## config.mk

```make
export PLATFORM = sky130hd
export DESIGN_NAME = text_command_line_parser_core
export DESIGN_NICKNAME = d
export VERILOG_FILES = /design/src/hw/rtl/tclp_pkg.sv /design/src/hw/rtl/tclp_ram.sv /design/src/hw/rtl/tclp_ctrl.sv /design/src/hw/rtl/tclp_dp.sv /design/src/hw/rtl/text_command_line_parser_core.sv
export SDC_FILE = /design/constraint.sdc
export NUM_CORES = 1
export LEC_CHECK = 0
export ABC_AREA = 1
export CAP_MARGIN = 25
export CORE_MARGIN = 2
export CORE_UTILIZATION = 55
export DETAILED_ROUTE_END_ITERATION = 16
export DONT_BUFFER_PORTS = 1
export PLACE_DENSITY = 0.76
export SETUP_SLACK_MARGIN = 0.1
export SYNTH_ARGS = -nofsm -noshare
export SYNTH_HDL_FRONTEND = slang
export SYNTH_HIERARCHICAL = 1
export SYNTH_SLANG_ARGS = --single-unit
```

## constraint.sdc

```tcl
create_clock -name clk -period 3 [get_ports clk]
set_input_delay 0.15 -clock clk [delete_from_list [all_inputs] [get_ports clk]]
set_output_delay 0.15 -clock clk [all_outputs]
set_load 0.005 [all_outputs]
```

## src/hw/rtl/tclp_pkg.sv

```systemverilog
// ----------------------------------------------------------------------------
// tclp_pkg
// Shared constants, types and character helpers for the command line parser.
// ----------------------------------------------------------------------------
package tclp_pkg;

	localparam int LINE_CAPACITY = 48;
	localparam int ADDR_W        = $clog2(LINE_CAPACITY);
	localparam int PCT_W         = 7;
	localparam int IDX_W         = 3;
	localparam int POS_W         = 4;

	localparam logic [7:0] CHAR_NL    = 8'd10;
	localparam logic [7:0] CHAR_TAB   = 8'd9;
	localparam logic [7:0] CHAR_CR    = 8'd13;
	localparam logic [7:0] CHAR_SPACE = 8'd32;
	localparam logic [7:0] CHAR_ZERO  = 8'd48;
	localparam logic [7:0] CHAR_THREE = 8'd51;

	localparam logic [PCT_W-1:0] PCT_MAX = 7'd100;

	// action codes
	localparam logic [1:0] ACT_LED_ON  = 2'd0;
	localparam logic [1:0] ACT_LED_OFF = 2'd1;
	localparam logic [1:0] ACT_MOTOR   = 2'd2;

	// configuration register indexes
	localparam logic [IDX_W-1:0] CFG_ENABLE = 3'd0;
	localparam logic [IDX_W-1:0] CFG_GEAR0  = 3'd1;
	localparam logic [IDX_W-1:0] CFG_GEAR1  = 3'd2;
	localparam logic [IDX_W-1:0] CFG_GEAR2  = 3'd3;
	localparam logic [IDX_W-1:0] CFG_GEAR3  = 3'd4;

	localparam logic [POS_W-1:0] LEN_ON    = 4'd6;
	localparam logic [POS_W-1:0] LEN_OFF   = 4'd7;
	localparam logic [POS_W-1:0] POS_DIGIT = 4'd12;
	localparam logic [POS_W-1:0] LEN_MOTOR = 4'd13;
	localparam logic [POS_W-1:0] POS_SAT   = 4'd15;

	typedef struct packed {
		logic store;
		logic line_clr;
		logic scan_start;
		logic scan_read;
		logic emit;
	} tclp_cmd_t;

	typedef struct packed {
		logic nl;
		logic overflow;
		logic len_zero;
		logic scan_last;
		logic hit;
		logic out_free;
	} tclp_sts_t;

	function automatic logic is_blank(input logic [7:0] c);
		is_blank = (c == CHAR_SPACE) || (c == CHAR_TAB) || (c == CHAR_CR) || (c == CHAR_NL);
	endfunction

	// "led_on"
	function automatic logic on_char_ok(input logic [POS_W-1:0] i, input logic [7:0] c);
		logic [7:0] e;
		e = 8'd0;
		case (i)
			4'd0: e = "l";
			4'd1: e = "e";
			4'd2: e = "d";
			4'd3: e = "_";
			4'd4: e = "o";
			4'd5: e = "n";
			default: e = 8'd0;
		endcase
		on_char_ok = (i < LEN_ON) && (c == e);
	endfunction

	// "led_off"
	function automatic logic off_char_ok(input logic [POS_W-1:0] i, input logic [7:0] c);
		logic [7:0] e;
		e = 8'd0;
		case (i)
			4'd0: e = "l";
			4'd1: e = "e";
			4'd2: e = "d";
			4'd3: e = "_";
			4'd4: e = "o";
			4'd5: e = "f";
			4'd6: e = "f";
			default: e = 8'd0;
		endcase
		off_char_ok = (i < LEN_OFF) && (c == e);
	endfunction

	// motor command word then one gear digit
	function automatic logic motor_char_ok(input logic [POS_W-1:0] i, input logic [7:0] c);
		logic [7:0] e;
		e = 8'd0;
		case (i)
			4'd0:  e = "m";
			4'd1:  e = "o";
			4'd2:  e = "t";
			4'd3:  e = "o";
			4'd4:  e = "r";
			4'd5:  e = "_";
			4'd6:  e = "s";
			4'd7:  e = "p";
			4'd8:  e = "e";
			4'd9:  e = "e";
			4'd10: e = "d";
			4'd11: e = "_";
			default: e = 8'd0;
		endcase
		if (i == POS_DIGIT)
			motor_char_ok = (c >= CHAR_ZERO) && (c <= CHAR_THREE);
		else
			motor_char_ok = (i < POS_DIGIT) && (c == e);
	endfunction

endpackage

```

## src/hw/rtl/tclp_ram.sv

```systemverilog
// ----------------------------------------------------------------------------
// tclp_ram
// Generic single write, single read RAM with registered read data.
// ----------------------------------------------------------------------------
module tclp_ram #(
	parameter int WIDTH = 8,
	parameter int DEPTH = 48
) (
	input  logic                     clk,
	input  logic                     we,
	input  logic [$clog2(DEPTH)-1:0] waddr,
	input  logic [WIDTH-1:0]         wdata,
	input  logic                     re,
	input  logic [$clog2(DEPTH)-1:0] raddr,
	output logic [WIDTH-1:0]         rdata
);

	logic [WIDTH-1:0] mem_q [DEPTH];

	always_ff @(posedge clk) begin
		if (we)
			mem_q[waddr] <= wdata;
		if (re)
			rdata <= mem_q[raddr];
	end

endmodule

```

## src/hw/rtl/tclp_ctrl.sv

```systemverilog
// ----------------------------------------------------------------------------
// tclp_ctrl
// Sequencer: takes bytes, runs the line-end scan and hands off the result.
// ----------------------------------------------------------------------------
module tclp_ctrl
	import tclp_pkg::*;
(
	input  logic      clk,
	input  logic      arst_n,
	input  logic      in_valid,
	output logic      in_stall,
	input  tclp_sts_t sts,
	output tclp_cmd_t cmd
);

	localparam logic [1:0] ST_IDLE  = 2'd0;
	localparam logic [1:0] ST_SCAN  = 2'd1;
	localparam logic [1:0] ST_DRAIN = 2'd2;
	localparam logic [1:0] ST_EMIT  = 2'd3;

	logic [1:0] state_q;
	logic [1:0] state_d;

	assign in_stall = (state_q != ST_IDLE);

	always_comb begin
		state_d = state_q;
		cmd     = '0;
		unique case (state_q)
			ST_IDLE: begin
				if (in_valid) begin
					if (!sts.nl) begin
						cmd.store = 1'b1;
					end else if (sts.overflow || sts.len_zero) begin
						cmd.line_clr = 1'b1;
					end else begin
						cmd.scan_start = 1'b1;
						state_d        = ST_SCAN;
					end
				end
			end
			ST_SCAN: begin
				cmd.scan_read = 1'b1;
				if (sts.scan_last)
					state_d = ST_DRAIN;
			end
			ST_DRAIN: begin
				// last read beat lands in the matcher
				state_d = ST_EMIT;
			end
			ST_EMIT: begin
				if (!sts.hit) begin
					cmd.line_clr = 1'b1;
					state_d      = ST_IDLE;
				end else if (sts.out_free) begin
					cmd.emit     = 1'b1;
					cmd.line_clr = 1'b1;
					state_d      = ST_IDLE;
				end
			end
			default: state_d = ST_IDLE;
		endcase
	end

	always_ff @(posedge clk or negedge arst_n) begin
		if (!arst_n)
			state_q <= ST_IDLE;
		else
			state_q <= state_d;
	end

endmodule

```

## src/hw/rtl/tclp_dp.sv

```systemverilog
// ----------------------------------------------------------------------------
// tclp_dp
// Datapath: line store, length and overflow tracking, streaming matcher,
// configuration registers and the output register.
// ----------------------------------------------------------------------------
module tclp_dp
	import tclp_pkg::*;
(
	input  logic             clk,
	input  logic             arst_n,
	input  logic [7:0]       rx_byte,
	input  logic             cfg_we,
	input  logic [IDX_W-1:0] cfg_index,
	input  logic [PCT_W-1:0] cfg_data,
	input  tclp_cmd_t        cmd,
	output tclp_sts_t        sts,
	output logic             out_valid,
	input  logic             out_stall,
	output logic [1:0]       action,
	output logic [PCT_W-1:0] speed_percent
);

	localparam logic [ADDR_W-1:0] LEN_LIMIT = ADDR_W'(LINE_CAPACITY - 1);

	logic [ADDR_W-1:0] len_q;
	logic              overflow_q;
	logic [ADDR_W-1:0] raddr_q;
	logic              rvalid_s1;
	logic [7:0]        rdata;
	logic              ram_we;

	logic             enable_q;
	logic [PCT_W-1:0] gear_q [4];

	logic [POS_W-1:0] pos_q;
	logic             on_ok_q;
	logic             off_ok_q;
	logic             mot_ok_q;
	logic             started_q;
	logic             trail_q;
	logic             bad_q;
	logic [1:0]       digit_q;

	logic             out_valid_q;
	logic [1:0]       action_q;
	logic [PCT_W-1:0] speed_q;

	logic             hit_on;
	logic             hit_off;
	logic             hit_mot;
	logic [PCT_W-1:0] gear_pct;
	logic [1:0]       act_d;
	logic [PCT_W-1:0] pct_d;

	assign ram_we = cmd.store && !overflow_q && (len_q != LEN_LIMIT);

	tclp_ram #(
		.WIDTH(8),
		.DEPTH(LINE_CAPACITY)
	) u_line_ram (
		.clk  (clk),
		.we   (ram_we),
		.waddr(len_q),
		.wdata(rx_byte),
		.re   (cmd.scan_read),
		.raddr(raddr_q),
		.rdata(rdata)
	);

	// line length and overflow
	always_ff @(posedge clk or negedge arst_n) begin
		if (!arst_n) begin
			len_q      <= '0;
			overflow_q <= 1'b0;
		end else if (cmd.line_clr) begin
			len_q      <= '0;
			overflow_q <= 1'b0;
		end else if (cmd.store && !overflow_q) begin
			if (len_q == LEN_LIMIT) begin
				overflow_q <= 1'b1;
				len_q      <= '0;
			end else begin
				len_q <= len_q + 1'b1;
			end
		end
	end

	// scan address and read beat tracking
	always_ff @(posedge clk or negedge arst_n) begin
		if (!arst_n) begin
			raddr_q   <= '0;
			rvalid_s1 <= 1'b0;
		end else begin
			rvalid_s1 <= cmd.scan_read;
			if (cmd.scan_start)
				raddr_q <= '0;
			else if (cmd.scan_read)
				raddr_q <= raddr_q + 1'b1;
		end
	end

	// streaming matcher: leading blanks skipped, a blank after text starts the
	// trailing run, and any text after that spoils the line
	always_ff @(posedge clk or negedge arst_n) begin
		if (!arst_n) begin
			pos_q     <= '0;
			on_ok_q   <= 1'b0;
			off_ok_q  <= 1'b0;
			mot_ok_q  <= 1'b0;
			started_q <= 1'b0;
			trail_q   <= 1'b0;
			bad_q     <= 1'b0;
			digit_q   <= '0;
		end else if (cmd.scan_start) begin
			pos_q     <= '0;
			on_ok_q   <= 1'b1;
			off_ok_q  <= 1'b1;
			mot_ok_q  <= 1'b1;
			started_q <= 1'b0;
			trail_q   <= 1'b0;
			bad_q     <= 1'b0;
		end else if (rvalid_s1) begin
			if (is_blank(rdata)) begin
				if (started_q)
					trail_q <= 1'b1;
			end else begin
				if (trail_q)
					bad_q <= 1'b1;
				started_q <= 1'b1;
				on_ok_q   <= on_ok_q && on_char_ok(pos_q, rdata);
				off_ok_q  <= off_ok_q && off_char_ok(pos_q, rdata);
				mot_ok_q  <= mot_ok_q && motor_char_ok(pos_q, rdata);
				if (pos_q == POS_DIGIT)
					digit_q <= rdata[1:0];
				if (pos_q != POS_SAT)
					pos_q <= pos_q + 1'b1;
			end
		end
	end

	// configuration registers
	always_ff @(posedge clk or negedge arst_n) begin
		if (!arst_n) begin
			enable_q  <= 1'b1;
			gear_q[0] <= 7'd0;
			gear_q[1] <= 7'd33;
			gear_q[2] <= 7'd66;
			gear_q[3] <= 7'd100;
		end else if (cfg_we) begin
			unique case (cfg_index)
				CFG_ENABLE: enable_q  <= cfg_data[0];
				CFG_GEAR0:  gear_q[0] <= cfg_data;
				CFG_GEAR1:  gear_q[1] <= cfg_data;
				CFG_GEAR2:  gear_q[2] <= cfg_data;
				CFG_GEAR3:  gear_q[3] <= cfg_data;
				default: ;
			endcase
		end
	end

	assign hit_on   = on_ok_q && (pos_q == LEN_ON);
	assign hit_off  = off_ok_q && (pos_q == LEN_OFF);
	assign hit_mot  = mot_ok_q && (pos_q == LEN_MOTOR);
	assign gear_pct = gear_q[digit_q];

	always_comb begin
		act_d = ACT_LED_ON;
		pct_d = '0;
		if (hit_off) begin
			act_d = ACT_LED_OFF;
		end else if (hit_mot) begin
			act_d = ACT_MOTOR;
			pct_d = (gear_pct > PCT_MAX) ? PCT_MAX : gear_pct;
		end
	end

	// output register
	always_ff @(posedge clk or negedge arst_n) begin
		if (!arst_n)
			out_valid_q <= 1'b0;
		else if (cmd.emit)
			out_valid_q <= 1'b1;
		else if (!out_stall)
			out_valid_q <= 1'b0;
	end

	always_ff @(posedge clk) begin
		if (cmd.emit) begin
			action_q <= act_d;
			speed_q  <= pct_d;
		end
	end

	assign out_valid     = out_valid_q;
	assign action        = action_q;
	assign speed_percent = speed_q;

	assign sts.nl        = (rx_byte == CHAR_NL);
	assign sts.overflow  = overflow_q;
	assign sts.len_zero  = (len_q == '0);
	assign sts.scan_last = (raddr_q == (len_q - 1'b1));
	assign sts.hit       = enable_q && started_q && !bad_q && (hit_on || hit_off || hit_mot);
	assign sts.out_free  = !out_valid_q || !out_stall;

endmodule

```

## src/hw/rtl/text_command_line_parser_core.sv

```systemverilog
// ----------------------------------------------------------------------------
// text_command_line_parser_core
// Assembles received bytes into lines and decodes the led on, led off and
// motor gear commands into action beats.
// ----------------------------------------------------------------------------
//  channel | handshake              | payload
//  --------+------------------------+--------------------------------
//  in      | in_valid / in_stall    | rx_byte[7:0]
//  out     | out_valid / out_stall  | action[1:0], speed_percent[6:0]
//  cfg     | cfg_we                 | cfg_index[2:0], cfg_data[6:0]
//
// a non-newline byte is taken without a stall; a newline on a non-empty line
// starts a scan (one line store read per cycle, then drain and decide)
// empty or overflowed lines are cleared without a scan
// in_stall is high while the scan runs, and while a hit waits for the output
// register to free up; bytes are still taken while a result beat waits
// reset clears length, overflow, the scan state and config to defaults
// ----------------------------------------------------------------------------
module text_command_line_parser_core
	import tclp_pkg::*;
(
	input  logic             clk,
	input  logic             arst_n,
	input  logic             in_valid,
	output logic             in_stall,
	input  logic [7:0]       rx_byte,
	output logic             out_valid,
	input  logic             out_stall,
	output logic [1:0]       action,
	output logic [PCT_W-1:0] speed_percent,
	input  logic             cfg_we,
	input  logic [IDX_W-1:0] cfg_index,
	input  logic [PCT_W-1:0] cfg_data
);

	tclp_cmd_t cmd;
	tclp_sts_t sts;

	tclp_ctrl u_ctrl (
		.clk     (clk),
		.arst_n  (arst_n),
		.in_valid(in_valid),
		.in_stall(in_stall),
		.sts     (sts),
		.cmd     (cmd)
	);

	tclp_dp u_dp (
		.clk          (clk),
		.arst_n       (arst_n),
		.rx_byte      (rx_byte),
		.cfg_we       (cfg_we),
		.cfg_index    (cfg_index),
		.cfg_data     (cfg_data),
		.cmd          (cmd),
		.sts          (sts),
		.out_valid    (out_valid),
		.out_stall    (out_stall),
		.action       (action),
		.speed_percent(speed_percent)
	);

	// a new result only comes out of the decide step, which holds off input
	a_emit_after_stall: assert property (@(posedge clk) disable iff (!arst_n)
		$rose(out_valid) |-> $past(in_stall))
		else $error("result beat rose without a finished scan");

	a_light_no_speed: assert property (@(posedge clk) disable iff (!arst_n)
		out_valid && (action != ACT_MOTOR) |-> (speed_percent == '0))
		else $error("light action carries a speed");

	a_speed_capped: assert property (@(posedge clk) disable iff (!arst_n)
		out_valid |-> (speed_percent <= PCT_MAX) && (action <= ACT_MOTOR))
		else $error("speed above cap or bad action code");

endmodule

```

Yosys cells after proc, flatten, opt, wreduce, memory -nomap -nowiden
Memories as Yosys holds them, arrays and structs flattened. A register that Yosys moved wholly into a read port is not among the register bits. Index checks and enable logic that the tools add are counted.

Add/subtract/negate cells: 4. Magnitude comparators: 7. Equality and inequality tests: 35. Muxes and demuxes: 76. Bitwise operators: 4. Reduce and logical (&&, ||, !) cells: 54.

Operator list (number): one-hot mux 7 bit (6 select lines) (2); 2-to-1 mux 8 bit (9); 2-to-1 mux 1 bit (41); == test 8 x 4 -> 1 bit (second input constant) (4); 2-to-1 mux 6 bit (5); == test 8 bit (3); 2-to-1 mux 7 bit (3); nonzero test 2 bit (9); == test 4 x 3 -> 1 bit (second input constant) (4); 2-to-1 mux 2 bit (8); 2-to-1 mux 4 bit (4); logical AND 1 bit (15); binary-select mux 7 bit (select 2 bit) (1); AND reduction 2 bit (7); adder 6 x 1 -> 6 bit (second input constant) (2); AND reduction 3 bit (3); == test 4 x 2 -> 1 bit (second input constant) (2); == test 4 bit (second input constant) (2); == test 8 x 6 -> 1 bit (second input constant) (1); greater-or-equal comparator 8 x 6 -> 1 bit (second input constant) (1); <= comparator 8 x 6 -> 1 bit (second input constant) (1); < comparator 4 x 3 -> 1 bit (second input constant) (2); != test 2 bit (second input constant) (4); one-hot mux 2 bit (4 select lines) (1); other kinds (31) (46).

Register bits after elaboration: 67. RAM bits: 384. Memory bits (read-only): 112. Input port bits: 23. Output and inout bits: 11. Word-level logic and storage cells: 204. Memories: 2.

Memories: u_dp.u_line_ram.mem_q (depth 48, bits a word 8, read ports 1, clocked after memory_dff 1, write ports 1, line tclp_ram.sv:18) `logic [WIDTH-1:0] mem_q [DEPTH];`; (no name shown) (depth 16, bits a word 7, read ports 1, clocked after memory_dff 0, write ports 0, line tclp_pkg.sv:98) `case (i)`.

Longest topological paths before layout
Gate-level depths: netlist of run 1.

Depth in word-level cells: 17. Gate-level depth with buffers: 16. Gate-level depth less buffers: 15.

Cells and area by module
Netlist of run 1, hierarchy kept.

Modules (own cells, without submodules): tclp_ram (instances 1, cells an instance 1331, area an instance 15932.8 um^2, seq. area each 11771.3 um^2); tclp_dp (instances 1, cells an instance 496, area an instance 3756.1 um^2, seq. area each 1681.6 um^2); tclp_ctrl (instances 1, cells an instance 44, area an instance 280.3 um^2, seq. area each 50.0 um^2).

Worst setup path before layout of run 1
No wires, ideal clock.

Path kind: register -> register. Start: register u_ctrl.state_q[0]. End: memory u_dp.u_line_ram.mem_q[32][0], enable pin. Library setup time: 0.370 ns. Arrival time: 2.133 ns. Data required time: 2.630 ns. Setup slack: 0.496 ns. Cell stages (with the launch flop): 10. Buffers on the path: 1. Clock period less this slack: 2.504 ns. Cell sequence: dfrtp_1 inv_1 ha_1 inv_2 nor3b_1 nand2_1 nor2_1 clkbuf_1 nand4_1 nor2_1.

RTL lines: start: declaration (line tclp_ctrl.sv:21) `logic [1:0] state_q;`; start signal: assignment (line tclp_ctrl.sv:69) `state_q <= state_d;`; end: declaration (line tclp_ram.sv:18).

==> impl_metrics.yaml, run 1 <==
die:
  die_x_microns: 195
  die-area_sq_mm: 0.0378
  rows: 69
  core_sq_mm: 0.0357
  io_pins: 34
  initial_utilization_pct: 56.0
  die_h_microns: 195
final_layout:
  syn_to_final_growth_pct: 12.7
  fin_nets: 1961
  drive_gt1_share_pct: 8.68
  multi_input_area_sq_mm: 0.00562
  postLayoutCellArea_sq_mm: 0.0225
  seq_area_sq_mm: 0.0135
  num-fill-cells: 2684
timing:
  worst_pin_slew_ps: 836
  period_minus_slack_ps: 2680
  grt_setup_unrepaired: "no"
  timing.final.crit_share_pct: 89.2
  finalMaxSlewViolations: 0
  hold_viol: 0
  timing.fmax_mhz: 374
  setup_viol: 0
  slew-limit-headroom_pct: 44.2
  tns_ps: 0
  finClkSkew_ps: 29.6
  setup_slack_ps: 324
grt:
  antenna_found_initial: 3
  grt_start_max_net_pins: 132
  grt.overflow.total: 0
  grt_pass1_vias: 13400
  grt_use_total_pct: 25.6
  grt_pass1_wl_microns: 74600
synth:
  synth_area_leaders: "edfxtp_1, nand2_1, nand3_1"
  synth_cells: 1871
  synth_seq_cells: 459
  synth_commonest_cells: "nand2_1, edfxtp_1, nand3_1"
  yosysMostFrequentCell: "nand2_1"
  ys_async_sr_fraction_pct: 12.6
  syn_area_sq_mm: 0.0200
  yosys.area.top_type: "edfxtp_1"
  ys_seq_area_share_pct: 67.6
  yosys_most_used_dff: "edfxtp_1"
  synth_edf_count: 401
  syn-num-nets: 1909
  yosysUniqueCellTypes: 42
  yosys_warnings: 6
  synthDominantCellAreaShare_pct: 60.3
  avgSynthCellArea_sq_um: 10.7
setup_path:
  worstSetupStartpointType: "flip-flop"
  end_kind: "flip-flop"
  crit_slowest_cell: "dfrtp_1"
  rrSetupSlack_ps: 320
  crit_required_ps: 3270
  r2r_end: "u_dp/u_line_ram/mem_q[14][1]"
  worstSetupStartpoint: "u_ctrl/state_q[0]"
  max_stage_delay_ps: 420
  endpoint: "u_dp/u_line_ram/mem_q[14][1]"
  worst-path-stages: 10
  cp_cell_sequence: "inv_1 > ha_1 > inv_2 > nor3b_1 > nand2_1 > nor2_2 > buf_4 > nand2_1 > nor2_1 > buf_4"
  crit_fanout: 8
  critical-path-top-delay-family: "simple AND/OR/NAND/NOR gates"
  reg2regPathDepth: 10
  path_class: "reg -> reg"
  cp.arrival_ps: 2940
  crit_buf_inv: 4
  reg2reg_from: "u_ctrl/state_q[0]"
routing:
  vias_per_cell: 5.82
  postRouteAntennaNets: 0
  finalWirelength_microns: 48500
  drt_iter0_drc: 1866
  routedWlPerCell_microns: 20.0
  vias: 14100
  drtPass1Iterations: 6
  drcViolationCount: 0
placed_design:
  port_buffers: 0
  hpwl_microns: 27600
  gp_congestion: 0.900
  pre_cts_ws_ps: 211
  place_area_sq_mm: 0.0206
clock_network:
  cts_buffers: 45
  cts.clk_slew.worst_paths_ps: 60
  cts_sinks: 459
  cts_tree: "yes"
  cts_root_buf: "clkbuf_16"
  htreeDepth: 2
  clkLatencyLatePin_ps: 570
  clock_path_buffers: 3
pwr:
  vdd_ir_drop_max_v: 0.000622
  finalPower_mw: 20.3
  power_frac_seq_pct: 38.8
  leakagePower_nw: 8.53
  internal-power_mw: 12.6
  pwr-share-comb_pct: 34.2
  power_density_mw_per_mm2: 902
  clkPwrFrac_pct: 27.0
  power.switching_mw: 7.67
  switching_share_pct: 37.8
run_status:
  outcome: "finished clean"
worst_hold_path:
  hold_path_depth: 5
  hp-class: "in -> reg"
run:
  drv_cap: 0
==> repair_timing <==
item / CTS / global route
setup endpoints to repair: 0 / 95
setup buffers: 0 / 1
endpoints found under the hold margin: 479 / 0
hold buffers: 31 / 0
resized for setup: 0 / 2
==> placed cells by master, fill, tap and decap left out, drive strengths merged <==
cell type,n
clkbuf,63
a21oi,23
dfstp,8
nor3,20
a32oi,1
nand4,14
a32o,2
dlygate4sd3,22
edfxtp,401
diode,4
nand3,288
o31ai,1
buf,75
o22ai,1
clkinvlp,3
nor3b,2
clkinv,15
xnor2,3
and2,1
nand2,489
nor4,1
or4,1
or2,3
xor2,8
nor2,200
nand3b,2
bufinv,3
a31oi,1
ha,15
o211ai,32
o21ai,117
dfrtp,50
o22a,1
inv,93
==> state kept, by name (all words and copies together), names as in the netlist, 2 cells and up <==
signal / cells
u_dp/len_q: 6
u_dp/pos_q: 4
u_dp/raddr_q: 6
u_ctrl/state_q: 2
u_dp/u_line_ram/rdata: 8
u_dp/u_line_ram/mem_q: 384
u_dp/digit_q: 2
u_dp/action: 2
u_dp/speed_percent: 7
u_dp/gear_q: 28
==> cell type report <==
class | count | area share, %
tap | 461 | 2.56
sequential | 459 | 60.0
clock buffer | 63 | 5.49
clock inverter | 20 | 0.895
multi-input combinational | 1226 | 25.0
antenna | 4 | 0.0445
inverter | 94 | 1.58
timing repair buffer | 97 | 4.40
==> worst min path at each step <==
stage               slack, ps                end  startpoint
floorplan                -150  u_ctrl/state_q[0]      arst_n
global placement         -140      u_dp/len_q[5]      arst_n
detailed placement       -140     u_dp/out_valid      arst_n
CTS                        50      u_dp/len_q[2]    in_valid
global route              120     u_dp/started_q  rx_byte[6]
finish                     60     u_dp/started_q  rx_byte[6]
==> cells by family (layout without fill, tap and decap cells) <==
kind of cell,Yosys count,in the layout,share of synthesized area (%)
and+or+nand+nor,1021,1021,21.7
AOI/OAI and AO/OA,179,179,5.02
adders and majority gates,15,15,0.940
xor gates and xnor gates,11,11,0.482
buffers and inverters,186,274,4.27
other,0,4,0
DFF,459,459,67.6
==> worst reg2reg max path, stage by stage (launching register included) <==
cell and delay (ps):
dfrtp_1 420, inv_1 140, ha_1 230, inv_2 100
nor3b_1 200, nand2_1 130, nor2_2 240, buf_4 200
nand2_1 280, nor2_1 240, buf_4 210
==> metal layers <==
layer / routed length [microns] / GRT usage (%) / vias to the layer above
met5: 13 / 0 / -
met4: 1420 / 8.06 / 2
met3: 5160 / 4.89 / 104
met2: 22700 / 41.0 / 768
met1: 19300 / 35.7 / 6653
li1: - / - / 6581
==> per-stage QoR <==
step | cells | utilization [%] | hold WS, ps
after CTS | 2419 | 63.0 | 50.4
final | 2424 | 63.1 | 63.1
after global routing | 2423 | 63.1 | 115
after global placement | 2305 | 57.8 | -144
after floorplan | 1871 | - | -146
after detailed placement | 2305 | 57.8 | -144
==> power groups by stage <==
| stage | Sequential, mW | Clock (mW) | Combinational (mW) |
|---|---|---|---|
| after floorplan | 7.70 | 0 | 5.11 |
| after detailed placement | 7.99 | 0 | 6.55 |
| after global placement | 7.98 | 0 | 6.40 |
| final | 7.88 | 5.48 | 6.94 |
| after global routing | 7.92 | 5.76 | 7.66 |
| after CTS | 7.87 | 5.53 | 6.79 |
Power figures use the tool's default switching activity.
==> inputs of run 2 (changes only) <==
--- a/config.mk
+++ b/config.mk
@@ -13,6 +13,7 @@
 export DONT_BUFFER_PORTS = 1
 export PLACE_DENSITY = 0.76
 export SETUP_SLACK_MARGIN = 0.1
+export SLEW_MARGIN = 10
 export SYNTH_ARGS = -nofsm -noshare
 export SYNTH_HDL_FRONTEND = slang
 export SYNTH_HIERARCHICAL = 1
==> constraint.sdc (replaced) <==
create_clock -name clk -period 2.9 [get_ports clk]
set_input_delay 0.145 -clock clk [delete_from_list [all_inputs] [get_ports clk]]
set_output_delay 0.145 -clock clk [all_outputs]
set_load 0.005 [all_outputs]
==> run 2 against run 1 <==
Die area unchanged. Cell area about the same. Global-route usage up 0.23 points.
==> impl_metrics.yaml, run 2 (synthesized netlist as in run 1, its figures left out) <==
die:
  core_sq_mm: 0.0357
  initial_utilization_pct: 56.0
  io_pins: 34
  rows: 69
  die-area_sq_mm: 0.0378
  die_h_microns: 195
  die_x_microns: 195
timing:
  timing.final.crit_share_pct: 89.8
  timing.fmax_mhz: 384
  holdWs_ps: 37.3
  setup_viol: 0
  slew-limit-headroom_pct: 48.3
  finalMaxSlewViolations: 0
  worst_pin_slew_ps: 775
  finClkSkew_ps: 30.7
  hold_viol: 0
  grt_setup_unrepaired: "yes"
  period_minus_slack_ps: 2600
  tns_ps: 0
routing:
  finalWirelength_microns: 49000
  vias_per_cell: 5.84
  postRouteAntennaNets: 0
  drt_iter0_drc: 1607
  drtPass1Iterations: 6
  drcViolationCount: 0
  routedWlPerCell_microns: 20.2
  vias: 14200
clock_network:
  clock_path_buffers: 3
  cts.clk_slew.worst_paths_ps: 60
  cts_buffers: 45
  cts_tree: "yes"
  clkLatencyLatePin_ps: 580
  cts_root_buf: "clkbuf_16"
  cts_sinks: 459
  htreeDepth: 2
pwr:
  vdd_ir_drop_max_v: 0.000520
  leakagePower_nw: 8.52
  power_frac_seq_pct: 38.9
  switching_share_pct: 38.0
  clkPwrFrac_pct: 26.9
  power.switching_mw: 7.98
  pwr-share-comb_pct: 34.2
  power_density_mw_per_mm2: 933
  internal-power_mw: 13.0
final_layout:
  drive_gt1_share_pct: 8.64
  top_register: "u_dp/u_line_ram/mem_q"
  final_common_cell: "nand2_1"
  syn_to_final_growth_pct: 12.6
  fin_nets: 1959
  largestRegisters: "u_dp/u_line_ram/mem_q (384), u_dp/gear_q (28), u_dp/u_line_ram/rdata (8)"
  final_cell_count_no_fill: 2424
  largest_reg_flops: 384
  fin_util_pct: 63.1
  layout_common_cells: "nand2_1, edfxtp_1, nand3_1"
grt:
  antenna_found_initial: 5
  use_met2_pct: 40.9
  grt_pass1_wl_microns: 75400
  grt_pass1_vias: 13500
  grt.met1_usage_pct: 36.2
  grt_start_max_net_pins: 98
  grt_use_total_pct: 25.8
  grt.overflow.total: 0
  grtUsageMet3_pct: 4.67
  grt_busiest_layer: "met2"
run:
  drv_cap: 0
setup_path:
  end_kind: "flip-flop"
  worstSetupStartpointType: "flip-flop"
  endpoint: "u_dp/u_line_ram/mem_q[25][6]"
  crit_required_ps: 3190
  reg2reg_from: "u_ctrl/state_q[1]"
  cp.arrival_ps: 2890
  rrSetupSlack_ps: 300
  worstSetupStartpoint: "u_ctrl/state_q[1]"
  reg2regPathDepth: 10
  r2r_end: "u_dp/u_line_ram/mem_q[25][6]"
  path_class: "reg -> reg"
  crit_fanout: 11
run_status:
  outcome: "finished clean"
placed_design:
  gp_congestion: 0.913
  dp_cells: 2304
  port_buffers: 0
  hpwl_microns: 27600
worst_hold_path:
  hp-class: "in -> reg"
## run 2: worst min-delay path by stage
stage / slack (ps) / start / endpoint / cells past startpoint
after detailed placement: -150 / arst_n / u_ctrl/state_q[0] / 0
after global placement: -150 / arst_n / u_dp/out_valid / 0
after floorplan: -150 / arst_n / u_ctrl/state_q[0] / 0
after global routing: 90 / rx_byte[7] / u_dp/overflow_q / 5
after CTS: 30 / rx_byte[3] / u_ctrl/state_q[1] / 6
final: 40 / rx_byte[7] / u_dp/overflow_q / 5
## run 2: stage by stage
stage                     setup WS, ps  power (mW)  cell area, sq um
after detailed placement           245        15.1             20600
after global routing              89.4        22.1             22500
after global placement             354        14.9             20600
after CTS                          215        20.9             22500
final                              295        21.0             22500
after floorplan                    396        13.2             20000
## run 2: routing by layer
| layer | vias up | part of all wire, % |
|---|---|---|
| met1 | 6815 | 41 |
| met4 | 4 | 3.0 |
| met3 | 94 | 9.2 |
| met2 | 674 | 46 |
| li1 | 6574 | - |
| met5 | - | 0.055 |
## run 2: power by group through the flow
| stage | registers, mW | clock network [mW] | logic [mW] |
|---|---|---|---|
| floorplan | 7.97 | 0 | 5.28 |
| global placement | 8.28 | 0 | 6.64 |
| detailed placement | 8.29 | 0 | 6.78 |
| CTS | 8.15 | 5.68 | 7.04 |
| global route | 8.22 | 5.96 | 7.97 |
| finish | 8.16 | 5.64 | 7.18 |
## run 2: final cells by class
class / instances / area [sq um]
Timing Repair Buffer: 95 / 991
Clock inverter: 24 / 193
Tap cell: 461 / 577
Antenna cell: 7 / 17.5
Clock buffer: 58 / 1230
Multi-Input combinational cell: 1226 / 5620
Fill cell: 2676 / 13200
Sequential cell: 459 / 13500
Inverter: 94 / 355
## run 2: critical path, stage by stage, from the launching register on
cell and delay, ps:
dfrtp_1 410, inv_1 130, ha_1 230, inv_2 110, nor3b_1 220, nand2_1 130, nor2_1 120, buf_4 180
nand2_1 230, nor2_1 330, buf_4 210
## run 2: timing repair
item                                    CTS  global route
endpoints found under the hold margin   479             0
endpoints found under the setup margin    0            50
setup buffers                             0             1
hold buffers                             30             0
resized for setup                         0             2
